`config.mk`:
```
export PLATFORM = sky130hd
export DESIGN_NAME = ccsd_env_mem
export DESIGN_NICKNAME = d
export VERILOG_FILES = /design/src/command_centroid_selector_dwell_assert.svh /design/src/ccsd_pkg.sv /design/src/ccsd_env_mem.sv
export SDC_FILE = /design/constraint.sdc
export NUM_CORES = 1
export LEC_CHECK = 0
export ABC_AREA = 0
export BUFFER_PORTS_ARGS = -buffer_cell sky130_fd_sc_hd__clkbuf_2
export CAP_MARGIN = 40
export CORE_MARGIN = 5
export CORE_UTILIZATION = 45
export DETAILED_ROUTE_END_ITERATION = 16
export MAX_ROUTING_LAYER = met4
export PLACE_DENSITY_LB_ADDON = 0.1
export SLEW_MARGIN = 20
export SYNTH_ARGS = -nofsm -noshare
export SYNTH_HDL_FRONTEND = slang
export SYNTH_SLANG_ARGS = --single-unit
```
`constraint.sdc`:
```
create_clock -name clk -period 6 [get_ports clk]
set_clock_uncertainty 0.05 [all_clocks]
set_input_delay 1.2 -clock clk [delete_from_list [all_inputs] [get_ports clk]]
set_output_delay 1.2 -clock clk [all_outputs]
set_load 0.01 [all_outputs]
```
`src/command_centroid_selector_dwell_assert.svh`:
```
// ----------------------------------------------------------------------------
// Assertion macros for the command centroid selector
// Shared property forms used by the checks at the end of the top level.
// ----------------------------------------------------------------------------
`ifndef COMMAND_CENTROID_SELECTOR_DWELL_ASSERT_SVH
`define COMMAND_CENTROID_SELECTOR_DWELL_ASSERT_SVH

// Same-cycle implication, held off during reset
`define CCSD_ASSERT_IMPLY(lbl, clk, rst, ante, cons) \
  lbl: assert property (@(posedge clk) disable iff (rst) (ante) |-> (cons)) \
    else $error("ccsd: same-cycle check failed");

// Next-cycle implication, held off during reset
`define CCSD_ASSERT_NEXT(lbl, clk, rst, ante, cons) \
  lbl: assert property (@(posedge clk) disable iff (rst) (ante) |=> (cons)) \
    else $error("ccsd: next-cycle check failed");

`endif

```
`src/ccsd_pkg.sv`:
```
// ----------------------------------------------------------------------------
// ccsd_pkg
// Types, constants and the centroid set of the command centroid selector.
// ----------------------------------------------------------------------------
package ccsd_pkg;

  // Field widths
  localparam int unsigned ENV_W     = 6;
  localparam int unsigned CMD_W     = 16;
  localparam int unsigned IDX_W     = 4;
  localparam int unsigned DWELL_W   = 8;
  localparam int unsigned YAW_W     = 16;
  localparam int unsigned CFG_W     = 16;
  localparam int unsigned CFG_IDX_W = 1;
  // (ex^2 + ey^2) << 16 plus weight * ew^2 stays below 2^50
  localparam int unsigned COST_W    = 50;

  localparam int unsigned MAX_CENTROIDS = 16;

  // Register indexes
  localparam logic [CFG_IDX_W-1:0] CFG_YAW_GAIN    = 1'd0;
  localparam logic [CFG_IDX_W-1:0] CFG_DWELL_LIMIT = 1'd1;

  // Register reset values
  localparam logic [YAW_W-1:0]   YAW_GAIN_RST    = 16'd13107;
  localparam logic [DWELL_W-1:0] DWELL_LIMIT_RST = 8'd3;

  // Centroid triples (vx, vy, wz), Q4.12; entries past the twelfth are zero
  localparam logic signed [CMD_W-1:0] CENTROIDS [0:MAX_CENTROIDS*3-1] = '{
    16'sd4,     -16'sd8,    -16'sd41,
    16'sd1851,  16'sd905,   16'sd1446,
    16'sd5243,  -16'sd524,  16'sd356,
    16'sd1753,  -16'sd106,  -16'sd1909,
    -16'sd889,  16'sd6623,  16'sd238,
    -16'sd6038, 16'sd315,   16'sd344,
    -16'sd1556, -16'sd4407, 16'sd20,
    -16'sd1229, -16'sd6889, -16'sd913,
    16'sd315,   16'sd561,   16'sd16757,
    16'sd393,   -16'sd618,  -16'sd15843,
    16'sd217,   16'sd643,   -16'sd1307,
    16'sd3031,  -16'sd500,  16'sd823,
    16'sd0,     16'sd0,     16'sd0,
    16'sd0,     16'sd0,     16'sd0,
    16'sd0,     16'sd0,     16'sd0,
    16'sd0,     16'sd0,     16'sd0
  };

  // Input beat
  typedef struct packed {
    logic        [ENV_W-1:0] env_index;
    logic signed [CMD_W-1:0] cmd_vx;
    logic signed [CMD_W-1:0] cmd_vy;
    logic signed [CMD_W-1:0] cmd_wz;
  } cmd_t;

  // Result beat
  typedef struct packed {
    logic [IDX_W-1:0]   active_index;
    logic [IDX_W-1:0]   wanted_index;
    logic               switched;
    logic [DWELL_W-1:0] dwell_now;
  } res_t;

  // Per-environment selector record
  typedef struct packed {
    logic [IDX_W-1:0]   active;
    logic [IDX_W-1:0]   pending;
    logic [DWELL_W-1:0] dwell;
  } env_rec_t;

  // Running best handed from cell to cell
  typedef struct packed {
    logic              vld;
    logic [COST_W-1:0] cost;
    logic [IDX_W-1:0]  idx;
  } best_t;

  typedef enum logic [1:0] {
    ST_CLEAR,
    ST_IDLE,
    ST_RUN,
    ST_UPD
  } state_t;

endpackage

```
`src/ccsd_env_mem.sv`:
```
// ----------------------------------------------------------------------------
// ccsd_env_mem
// Per-environment selector records: one write port, one registered read.
// ----------------------------------------------------------------------------
module ccsd_env_mem #(
  parameter int unsigned DEPTH = 64,
  parameter int unsigned AW    = 6
) (
  input  logic                 clk,
  input  logic                 we,
  input  logic [AW-1:0]        waddr,
  input  ccsd_pkg::env_rec_t   wdata,
  input  logic [AW-1:0]        raddr,
  output ccsd_pkg::env_rec_t   rdata
);

  ccsd_pkg::env_rec_t mem [DEPTH];

  always_ff @(posedge clk) begin
    if (we) begin
      mem[waddr] <= wdata;
    end
  end

  always_ff @(posedge clk) begin
    rdata <= mem[raddr];
  end

endmodule

```
==> flow_metrics.tcl <==
set metrics [dict create \
    outcome "finished, final reports clean" \
    dr.pass1.iters 5 \
    maxSlewHeadroom 0.292 \
    vias_per_cell 5.90 \
    p_per_area_nw_per_um2 336 \
    worst_path_largest_cell_delay_ps 620 \
    cp_data_required_time_ps 6510 \
    grt_pass1_wl_um 144000 \
    switching_share 0.211 \
    cts_resized 0 \
    cp.arrival_ps 4250 \
    yosys.area_share.simple 0.0265 \
    yosys_warnings 0 \
    syn_area_um2 40000 \
    synthCells 1829 \
    min_path_type "reg2reg" \
    drv_cap 0 \
    hold_viol_final 0 \
    synth_top_family_by_area "multiplexers" \
    port_buffers 45 \
    start_kind "input pin" \
    worstPathCellList "buf_8 -> buf_12 -> mux4_2 -> mux2_2 -> nand2_1 -> nand4_1 -> and4_1" \
    dieHeight_um 308 \
    start_util 0.453 \
    crit_type "in2reg" \
    clock_sinks 1040 \
    mostFrequentLayoutCells "edfxtp_1 (1024), mux4_2 (220), clkbuf_16 (112)" \
    drv_slew 0 \
    synth-xor-area-share 0 \
    wl_per_cell_um 31.1 \
    drc 0 \
    pwr-share-seq 0.529 \
    die-width_um 308 \
    grt_overflow_total 0 \
    hpwl_um 59600 \
    setup_tns_ps 0 \
    cp_max_fo 74 \
    gp_congestion 0.817 \
    worstMarginPinSlew_ps 1060 \
    rsz0062_at_grt "no" \
    post-route-period-util 0.623 \
    clk_pin_slew_worst_paths_ps 60 \
    wirelength_um 101000 \
    p_comb_frac 0.051 \
    irDropWorstVdd_mv 0.235 \
    htree_levels 3 \
    drt-initial-drc-count 1823 \
    grt_max_degree 84 \
    fmax_mhz 268 \
    drive_above_1_share 0.268 \
    grt_pass1_vias 19200 \
    vias 19200 \
    grtUsageTotal 0.220 \
    synth_fa_ha_area_frac 0 \
    synthMuxAreaShare 0.155 \
    setup_viol 0 \
    root_buffer "clkbuf_16" \
    pin_count 46 \
    synth_compound_gate_area_share 0.0241 \
    worstSkewPairLatency_ps 680 \
    core_area_um2 88400 \
    cts_buffers 108 \
    yosysSeqAreaShare 0.776 \
    cts_buffer_depth 3 \
    nets 2023 \
    postRouteAntennaNets 0 \
    clkPwrFrac 0.421 \
    dieArea_um2 95000 \
    nFillCells 7061 \
    antenna_found_initial 6 \
    fin_crit_ps 3740 \
    area.growth.synth_to_final_pct 13.4 \
    ys_types 43 \
    intPower_uw 12000 \
    cp-end-kind "flip-flop" \
    layout.cells.most_common "edfxtp_1" \
    post-route-util 0.514 \
    regArea_um2 31100 \
    crit_buf_inv 2 \
    cts_tree "yes" \
    multi_input_area_um2 8250 \
    cts_hold_buf 0 \
    post_synth.cell_area_avg_um2 21.9 \
    switching_power_uw 3230 \
    cts_setup_buffers 0 \
    syn-num-nets 1859 \
    synth_seq_cells 1040 \
    crit_family "simple AND/OR/NAND/NOR gates" \
    slowest_stage "buf_8" \
    leakage_uw 0.0144 \
    std_cell_rows 109 \
]
==> sequential cells by signal, summed over array words and instances (netlist names) <==
signal / flops
rdata: 16
mem: 1024
==> layer usage <==
layer  global-route usage  up-vias  routed length [um]
met5                    -        -                   0
met4               0.0502        0                2040
met3               0.0455      120                7660
met2                0.343      715               49200
met1                0.305    10300               42300
li1                     -     8023                   -
==> power groups by stage <==
stage	Clock [uW]	Sequential, uW	Combinational (uW)
floorplan	0	8220	416
global route	6870	8070	820
finish	6420	8070	771
CTS	6560	8070	783
global placement	0	8220	775
detailed placement	0	8230	782
==> kinds of logic after synthesis <==
| group | count (synthesis) |
|---|---|
| AND/OR/NAND/NOR | 220 |
| buffers and inverters | 104 |
| flip-flops | 1040 |
| multiplexers | 336 |
| AO/OA/AOI/OAI | 129 |
==> path summary, 6_finish.rpt <==
path	start	to	slack [ps]	cells past startpoint
worst min register to register	mem[57][10]$_DFFE_PP_	rdata[10]$_DFF_P_	820	5
worst min-delay path	mem[57][10]$_DFFE_PP_	rdata[10]$_DFF_P_	820	5
worst max-delay path	raddr[0]	rdata[14]$_DFF_P_	2260	7
worst max register to register	mem[62][15]$_DFFE_PP_	rdata[15]$_DFF_P_	3600	4
==> per-stage QoR <==
| step | instance area (um^2) | power, uW | setup WS (ps) | hold slack, ps | cells |
|---|---|---|---|---|---|
| CTS | 45300 | 15400 | 2340 | 816 | 3249 |
| detailed placement | 41900 | 9010 | 1630 | 800 | 3046 |
| global route | 45400 | 15800 | 2140 | 856 | 3253 |
| finish | 45400 | 15300 | 2260 | 817 | 3255 |
| floorplan | 40000 | 8630 | 2720 | 700 | 1829 |
| global placement | 41900 | 9000 | 1620 | 794 | 3042 |
==> worst reg2reg max path, delay by kind of cell (launching register included) <==
kind	cells	cell delay, ps
flip-flops	1	370
AO/OA/AOI/OAI	2	1000
multiplexers	2	820
==> Yosys cell counts (all sizes together) <==
library cell	n	area share
clkbuf	27	0.0027
or3b	1	0.00022
a211oi	8	0.0015
nand2	60	0.0058
nand3	24	0.0030
mux4	224	0.13
edfxtp	1024	0.77
and2	2	0.00031
dfxtp	16	0.0080
a31oi	8	0.0012
a21oi	17	0.0021
nor4	3	0.00094
o21ai	8	0.0010
nand3b	2	0.00037
nand2b	3	0.00047
a22o	6	0.0013
a41oi	5	0.0011
mux2i	85	0.021
a311oi	8	0.0017
a22oi	39	0.0073
buf	77	0.016
nor3	2	0.00025
nand4b	1	0.00022
and4	5	0.0011
or3	1	0.00016
mux2	27	0.0076
a221o	6	0.0015
nor2b	30	0.0047
nand4	12	0.0019
a221oi	16	0.0035
a211o	8	0.0017
nor2	74	0.0071
==> layout make-up <==
class,count,area share
repair buffers,158,0.0263
multi-input cells,685,0.182
well taps,1165,0.0321
clock inverters,57,0.0104
diodes,4,0.000221
flip-flops and latches,1040,0.684
clock buffers,146,0.0648
No activity file was read; power rests on OpenSTA's default activity.
