## src/command_centroid_selector_dwell_assert.svh

```systemverilog
// ----------------------------------------------------------------------------
// Assertion macros for the command centroid selector
// Shared property forms used by the checks at the end of the top level.
// ----------------------------------------------------------------------------
`ifndef COMMAND_CENTROID_SELECTOR_DWELL_ASSERT_SVH
`define COMMAND_CENTROID_SELECTOR_DWELL_ASSERT_SVH

// Same-cycle implication, held off during reset
`define CCSD_ASSERT_IMPLY(lbl, clk, rst, ante, cons) \
  lbl: assert property (@(posedge clk) disable iff (rst) (ante) |-> (cons)) \
    else $error("ccsd: same-cycle check failed");

// Next-cycle implication, held off during reset
`define CCSD_ASSERT_NEXT(lbl, clk, rst, ante, cons) \
  lbl: assert property (@(posedge clk) disable iff (rst) (ante) |=> (cons)) \
    else $error("ccsd: next-cycle check failed");

`endif

```

## src/ccsd_pkg.sv

```systemverilog
// ----------------------------------------------------------------------------
// ccsd_pkg
// Types, constants and the centroid set of the command centroid selector.
// ----------------------------------------------------------------------------
package ccsd_pkg;

  // Field widths
  localparam int unsigned ENV_W     = 6;
  localparam int unsigned CMD_W     = 16;
  localparam int unsigned IDX_W     = 4;
  localparam int unsigned DWELL_W   = 8;
  localparam int unsigned YAW_W     = 16;
  localparam int unsigned CFG_W     = 16;
  localparam int unsigned CFG_IDX_W = 1;
  // (ex^2 + ey^2) << 16 plus weight * ew^2 stays below 2^50
  localparam int unsigned COST_W    = 50;

  localparam int unsigned MAX_CENTROIDS = 16;

  // Register indexes
  localparam logic [CFG_IDX_W-1:0] CFG_YAW_GAIN    = 1'd0;
  localparam logic [CFG_IDX_W-1:0] CFG_DWELL_LIMIT = 1'd1;

  // Register reset values
  localparam logic [YAW_W-1:0]   YAW_GAIN_RST    = 16'd13107;
  localparam logic [DWELL_W-1:0] DWELL_LIMIT_RST = 8'd3;

  // Centroid triples (vx, vy, wz), Q4.12; entries past the twelfth are zero
  localparam logic signed [CMD_W-1:0] CENTROIDS [0:MAX_CENTROIDS*3-1] = '{
    16'sd4,     -16'sd8,    -16'sd41,
    16'sd1851,  16'sd905,   16'sd1446,
    16'sd5243,  -16'sd524,  16'sd356,
    16'sd1753,  -16'sd106,  -16'sd1909,
    -16'sd889,  16'sd6623,  16'sd238,
    -16'sd6038, 16'sd315,   16'sd344,
    -16'sd1556, -16'sd4407, 16'sd20,
    -16'sd1229, -16'sd6889, -16'sd913,
    16'sd315,   16'sd561,   16'sd16757,
    16'sd393,   -16'sd618,  -16'sd15843,
    16'sd217,   16'sd643,   -16'sd1307,
    16'sd3031,  -16'sd500,  16'sd823,
    16'sd0,     16'sd0,     16'sd0,
    16'sd0,     16'sd0,     16'sd0,
    16'sd0,     16'sd0,     16'sd0,
    16'sd0,     16'sd0,     16'sd0
  };

  // Input beat
  typedef struct packed {
    logic        [ENV_W-1:0] env_index;
    logic signed [CMD_W-1:0] cmd_vx;
    logic signed [CMD_W-1:0] cmd_vy;
    logic signed [CMD_W-1:0] cmd_wz;
  } cmd_t;

  // Result beat
  typedef struct packed {
    logic [IDX_W-1:0]   active_index;
    logic [IDX_W-1:0]   wanted_index;
    logic               switched;
    logic [DWELL_W-1:0] dwell_now;
  } res_t;

  // Per-environment selector record
  typedef struct packed {
    logic [IDX_W-1:0]   active;
    logic [IDX_W-1:0]   pending;
    logic [DWELL_W-1:0] dwell;
  } env_rec_t;

  // Running best handed from cell to cell
  typedef struct packed {
    logic              vld;
    logic [COST_W-1:0] cost;
    logic [IDX_W-1:0]  idx;
  } best_t;

  typedef enum logic [1:0] {
    ST_CLEAR,
    ST_IDLE,
    ST_RUN,
    ST_UPD
  } state_t;

endpackage

```

## src/ccsd_cell.sv

```systemverilog
// ----------------------------------------------------------------------------
// ccsd_cell
// One centroid: a three-stage cost pipeline and a compare stage that takes
// the running best from the left neighbor and hands it on to the right.
// ----------------------------------------------------------------------------
module ccsd_cell #(
  parameter int unsigned IDX = 0
) (
  input  logic                         clk,
  input  logic                         rst,
  input  ccsd_pkg::cmd_t               cmd,
  input  logic [ccsd_pkg::YAW_W-1:0]   yaw_gain,
  input  ccsd_pkg::best_t              best_in,
  output ccsd_pkg::best_t              best_out
);

  localparam logic signed [ccsd_pkg::CMD_W-1:0] CX = ccsd_pkg::CENTROIDS[IDX*3];
  localparam logic signed [ccsd_pkg::CMD_W-1:0] CY = ccsd_pkg::CENTROIDS[IDX*3+1];
  localparam logic signed [ccsd_pkg::CMD_W-1:0] CW = ccsd_pkg::CENTROIDS[IDX*3+2];
  localparam logic [ccsd_pkg::IDX_W-1:0] MY_IDX = ccsd_pkg::IDX_W'(IDX);

  logic signed [ccsd_pkg::CMD_W:0] ex, ey, ew;
  logic [ccsd_pkg::CMD_W-1:0]      mx, my, mw;
  logic [31:0]                     sx, sy, sw;
  logic [32:0]                     sxy;
  logic [47:0]                     wp;
  logic [ccsd_pkg::COST_W-1:0]     cost;
  logic                            vld;
  logic [ccsd_pkg::COST_W-1:0]     run_cost;
  logic [ccsd_pkg::IDX_W-1:0]      best_idx;

  // Errors as 17-bit differences, magnitudes fit 16 bits
  always_comb begin
    ex = {CX[ccsd_pkg::CMD_W-1], CX} - {cmd.cmd_vx[ccsd_pkg::CMD_W-1], cmd.cmd_vx};
    ey = {CY[ccsd_pkg::CMD_W-1], CY} - {cmd.cmd_vy[ccsd_pkg::CMD_W-1], cmd.cmd_vy};
    ew = {CW[ccsd_pkg::CMD_W-1], CW} - {cmd.cmd_wz[ccsd_pkg::CMD_W-1], cmd.cmd_wz};
    mx = ex[ccsd_pkg::CMD_W] ? ccsd_pkg::CMD_W'(-ex) : ex[ccsd_pkg::CMD_W-1:0];
    my = ey[ccsd_pkg::CMD_W] ? ccsd_pkg::CMD_W'(-ey) : ey[ccsd_pkg::CMD_W-1:0];
    mw = ew[ccsd_pkg::CMD_W] ? ccsd_pkg::CMD_W'(-ew) : ew[ccsd_pkg::CMD_W-1:0];
  end

  // Cost pipeline: squares, then weight product and x/y sum, then final sum
  always_ff @(posedge clk) begin
    sx   <= 32'(mx) * 32'(mx);
    sy   <= 32'(my) * 32'(my);
    sw   <= 32'(mw) * 32'(mw);
    sxy  <= 33'(sx) + 33'(sy);
    wp   <= 48'(yaw_gain) * 48'(sw);
    cost <= ccsd_pkg::COST_W'({sxy, 16'd0}) + ccsd_pkg::COST_W'(wp);
  end

  // Compare stage: strictly smaller cost takes over, so lower index wins ties
  always_ff @(posedge clk) begin
    if (rst) begin
      vld <= 1'b0;
    end else begin
      vld <= best_in.vld;
    end
  end

  always_ff @(posedge clk) begin
    if (best_in.vld) begin
      if (cost < best_in.cost) begin
        run_cost <= cost;
        best_idx <= MY_IDX;
      end else begin
        run_cost <= best_in.cost;
        best_idx <= best_in.idx;
      end
    end
  end

  assign best_out.vld  = vld;
  assign best_out.cost = run_cost;
  assign best_out.idx  = best_idx;

endmodule

```

## config.mk

```make
export PLATFORM = sky130hd
export DESIGN_NAME = ccsd_cell
export DESIGN_NICKNAME = d
export VERILOG_FILES = /design/src/command_centroid_selector_dwell_assert.svh /design/src/ccsd_pkg.sv /design/src/ccsd_cell.sv
export SDC_FILE = /design/constraint.sdc
export NUM_CORES = 2
export LEC_CHECK = 0
export ABC_AREA = 1
export BUFFER_PORTS_ARGS = -buffer_cell sky130_fd_sc_hd__buf_2
export CORE_AREA = 10 10 425 427
export DETAILED_ROUTE_END_ITERATION = 10
export DIE_AREA = 0 0 435 437
export PLACE_DENSITY_LB_ADDON = 0.12
export RECOVER_POWER = 25
export SLEW_MARGIN = 5
export SYNTH_ARGS = -nofsm -noshare
export SYNTH_HDL_FRONTEND = slang
export SYNTH_SLANG_ARGS = --single-unit
```

## constraint.sdc

```tcl
create_clock -name clk -period 8.85 [get_ports clk]
set_input_delay 0.4425 -clock clk [delete_from_list [all_inputs] [get_ports clk]]
set_output_delay 0.4425 -clock clk [all_outputs]
set_load 0.005 [all_outputs]
```

==> impl_metrics.tcl <==
set metrics [dict create \
    routed_wl_mm 152 \
    post_drt_wl_per_cell_um 17.2 \
    path_buf_inv 9 \
    grt_pass1_vias 42500 \
    slew_headroom_pct -112 \
    cts_tree "built" \
    fin_crit_sh_pct 87.0 \
    slew_violations 56 \
    dieArea_mm2 0.190 \
    first_pass_iters 7 \
    grt_overflow 0 \
    fmaxAchievable_mhz 130 \
    pin_count 182 \
    row_count 152 \
    cp-start-kind "primary input" \
    grt_pass1_wl_mm 242 \
    stdcell_area_mm2 0.0560 \
    synth_top_cell_by_area "fa_1" \
    crit_fanout 22 \
    worst_slack_ns 1.15 \
    tightest_slew_ns 3.18 \
    cp.required_ns 9.31 \
    cp-end-kind "register" \
    placed_cell_area_mm2 0.0547 \
    cts.htree.levels 2 \
    rsz0062_at_grt "no" \
    ys_ff_latch 279 \
    synth_top_area_share_pct 35.1 \
    root_buffer "clkbuf_16" \
    clk_latency_ns 0.58 \
    drt_iter0_markers 1906 \
    ant_nets 0 \
    yosysSeqAreaShare_pct 12.0 \
    layout_commonest_cell "inv_1" \
    path_delay_family "adder cells" \
    ys_warn_count 0 \
    finalSetupTns_ns 0 \
    cts_resized 0 \
    port_buffers 175 \
    synthTopCellsByArea "fa_1 (35%), ha_1 (13%), inv_1 (12%)" \
    track_usage_pct 15.9 \
    post_cts_buffers 0 \
    area_growth_pct 9.28 \
    setup_viol 0 \
    die_h_um 437 \
    period_needed_ns 7.70 \
    cp_data_arrival_time_ns 8.16 \
    antenna_found_initial 12 \
    cts_made_buffers 37 \
    async_flop_share_pct 0 \
    synth.avg_cell_area_um2 8.04 \
    cts_num_sinks 279 \
    crit_slowest_cell "fa_1" \
    nNetsFinal 8039 \
    synth_edf_count 54 \
    die_w_um 435 \
    cpPeakStageDelay_ns 0.54 \
    critPathMostFrequentCell "fa_1" \
    start_util_pct 29.9 \
    drv_cap 1 \
    hold_violations 0 \
    fin_skew_ns 0.0372 \
    worstHoldPathType "in2reg" \
    cts_max_path_buffers 3 \
    num_vias 39600 \
    synthCells 6373 \
    crit_type "in2reg" \
    via_per_inst 4.49 \
    drc 0 \
    synth_area_mm2 0.0512 \
    core_area_mm2 0.171 \
    violations "capacitance limit, slew limit" \
    grt_max_degree 56 \
    final_cell_mix "inv_1 (1576), nand2_1 (1341), fa_1 (897), ha_1 (532), nor2_1 (467)" \
    status "finished, violations left" \
    dpl.hpwl_mm 128 \
    drive_above_1_share_pct 5.94 \
    path_clk_slew_ns 0.05 \
    place_ws_ns 0.646 \
    place_congestion 0.841 \
    cts_hold_buf 0 \
    ys.flop_type "dfxtp_1" \
    synth.distinct_cells 62 \
]
## per-stage QoR
stage               instances  hold slack [ns]  util (%)
floorplan                6377            0.310         -
global placement         8754            0.310      31.9
detailed placement       8754            0.312      31.9
CTS                      8821           0.0179      32.7
global route             8824           0.0338      32.7
finish                   8829           0.0499      32.7
## synth_stat cells, types with 3 or more instances
cell type  instances
ha_1             532
o21a_1            27
o31ai_1            3
a21o_1            18
clkbuf_1         129
a21boi_1           4
xor2_1           144
xnor2_1           59
o21ai_0          112
nand2_2           24
nand3b_1           8
o221ai_1          17
a21boi_0          18
nand4_1           47
a21oi_1          247
dfxtp_1          225
nand2_1         1343
inv_2             24
o211ai_1           5
o21bai_1          28
nor3_1            29
nor2_2            24
fa_1             897
o21ai_2            6
nor4_1             5
and3_1             3
nand3_2            3
o2111ai_1          3
nand3_1          179
a31oi_1           18
or2_2              5
buf_4              7
edfxtp_1          54
buf_6              4
buf_2             22
a211oi_1           3
nor2_1           467
inv_1           1576
nand2_4            3
a221oi_1           3
or2_1              3
nor2_4             6
o21ai_1           13
## flip-flops by register name (all words and copies together) (netlist names)
signal	count
sw	31
best_idx	4
cost	50
run_cost	50
wp	48
sxy	33
vld	1
sy	31
sx	31
## cells by family (layout without fill, tap and decap cells)
group | count (synthesis) | after routing | synth area share, %
compound gates | 535 | 535 | 6.08
xor+xnor | 206 | 206 | 3.61
fa+ha+maj | 1429 | 1429 | 48.1
buf+inv | 1769 | 1903 | 13.2
flops | 279 | 279 | 12.0
mux | 1 | 1 | 0.0195
other cells | 2 | 14 | 0.0147
simple gates | 2152 | 2152 | 17.1
## routing by layer
| metal | vias to the layer above | wire length (um) | GRT usage, % |
|---|---|---|---|
| li1 | 19300 | - | - |
| met1 | 19600 | 69700 | 21.3 |
| met2 | 627 | 73400 | 27.6 |
| met3 | 148 | 4560 | 1.37 |
| met4 | 4 | 4320 | 4.17 |
| met5 | - | 34 | 0 |
## area by class of cell
class	count	area, um2
Clock buffer	53	1090
Clock inverter	14	155
Tap cell	2310	2890
Fill cell	18400	115000
Multi-Input combinational cell	4329	38400
Antenna cell	8	20.0
Sequential cell	279	6130
Inverter	1604	6030
Timing Repair Buffer	232	1280
## path summary, 6_finish.rpt
path	from	end	slack, ns	depth (start not counted)
max	cmd[16]	sy[25]$_DFF_P_	1.15	33
min	rst	vld$_SDFF_PP0_	0.05	2
max reg2reg	sw[11]$_DFF_P_	wp[44]$_DFF_P_	2.11	23
min reg2reg	wp[14]$_DFF_P_	cost[14]$_DFF_P_	0.31	0
Power is not shown: default switching activity piles up to over one toggle a cycle in this logic, so the estimate is an artifact.
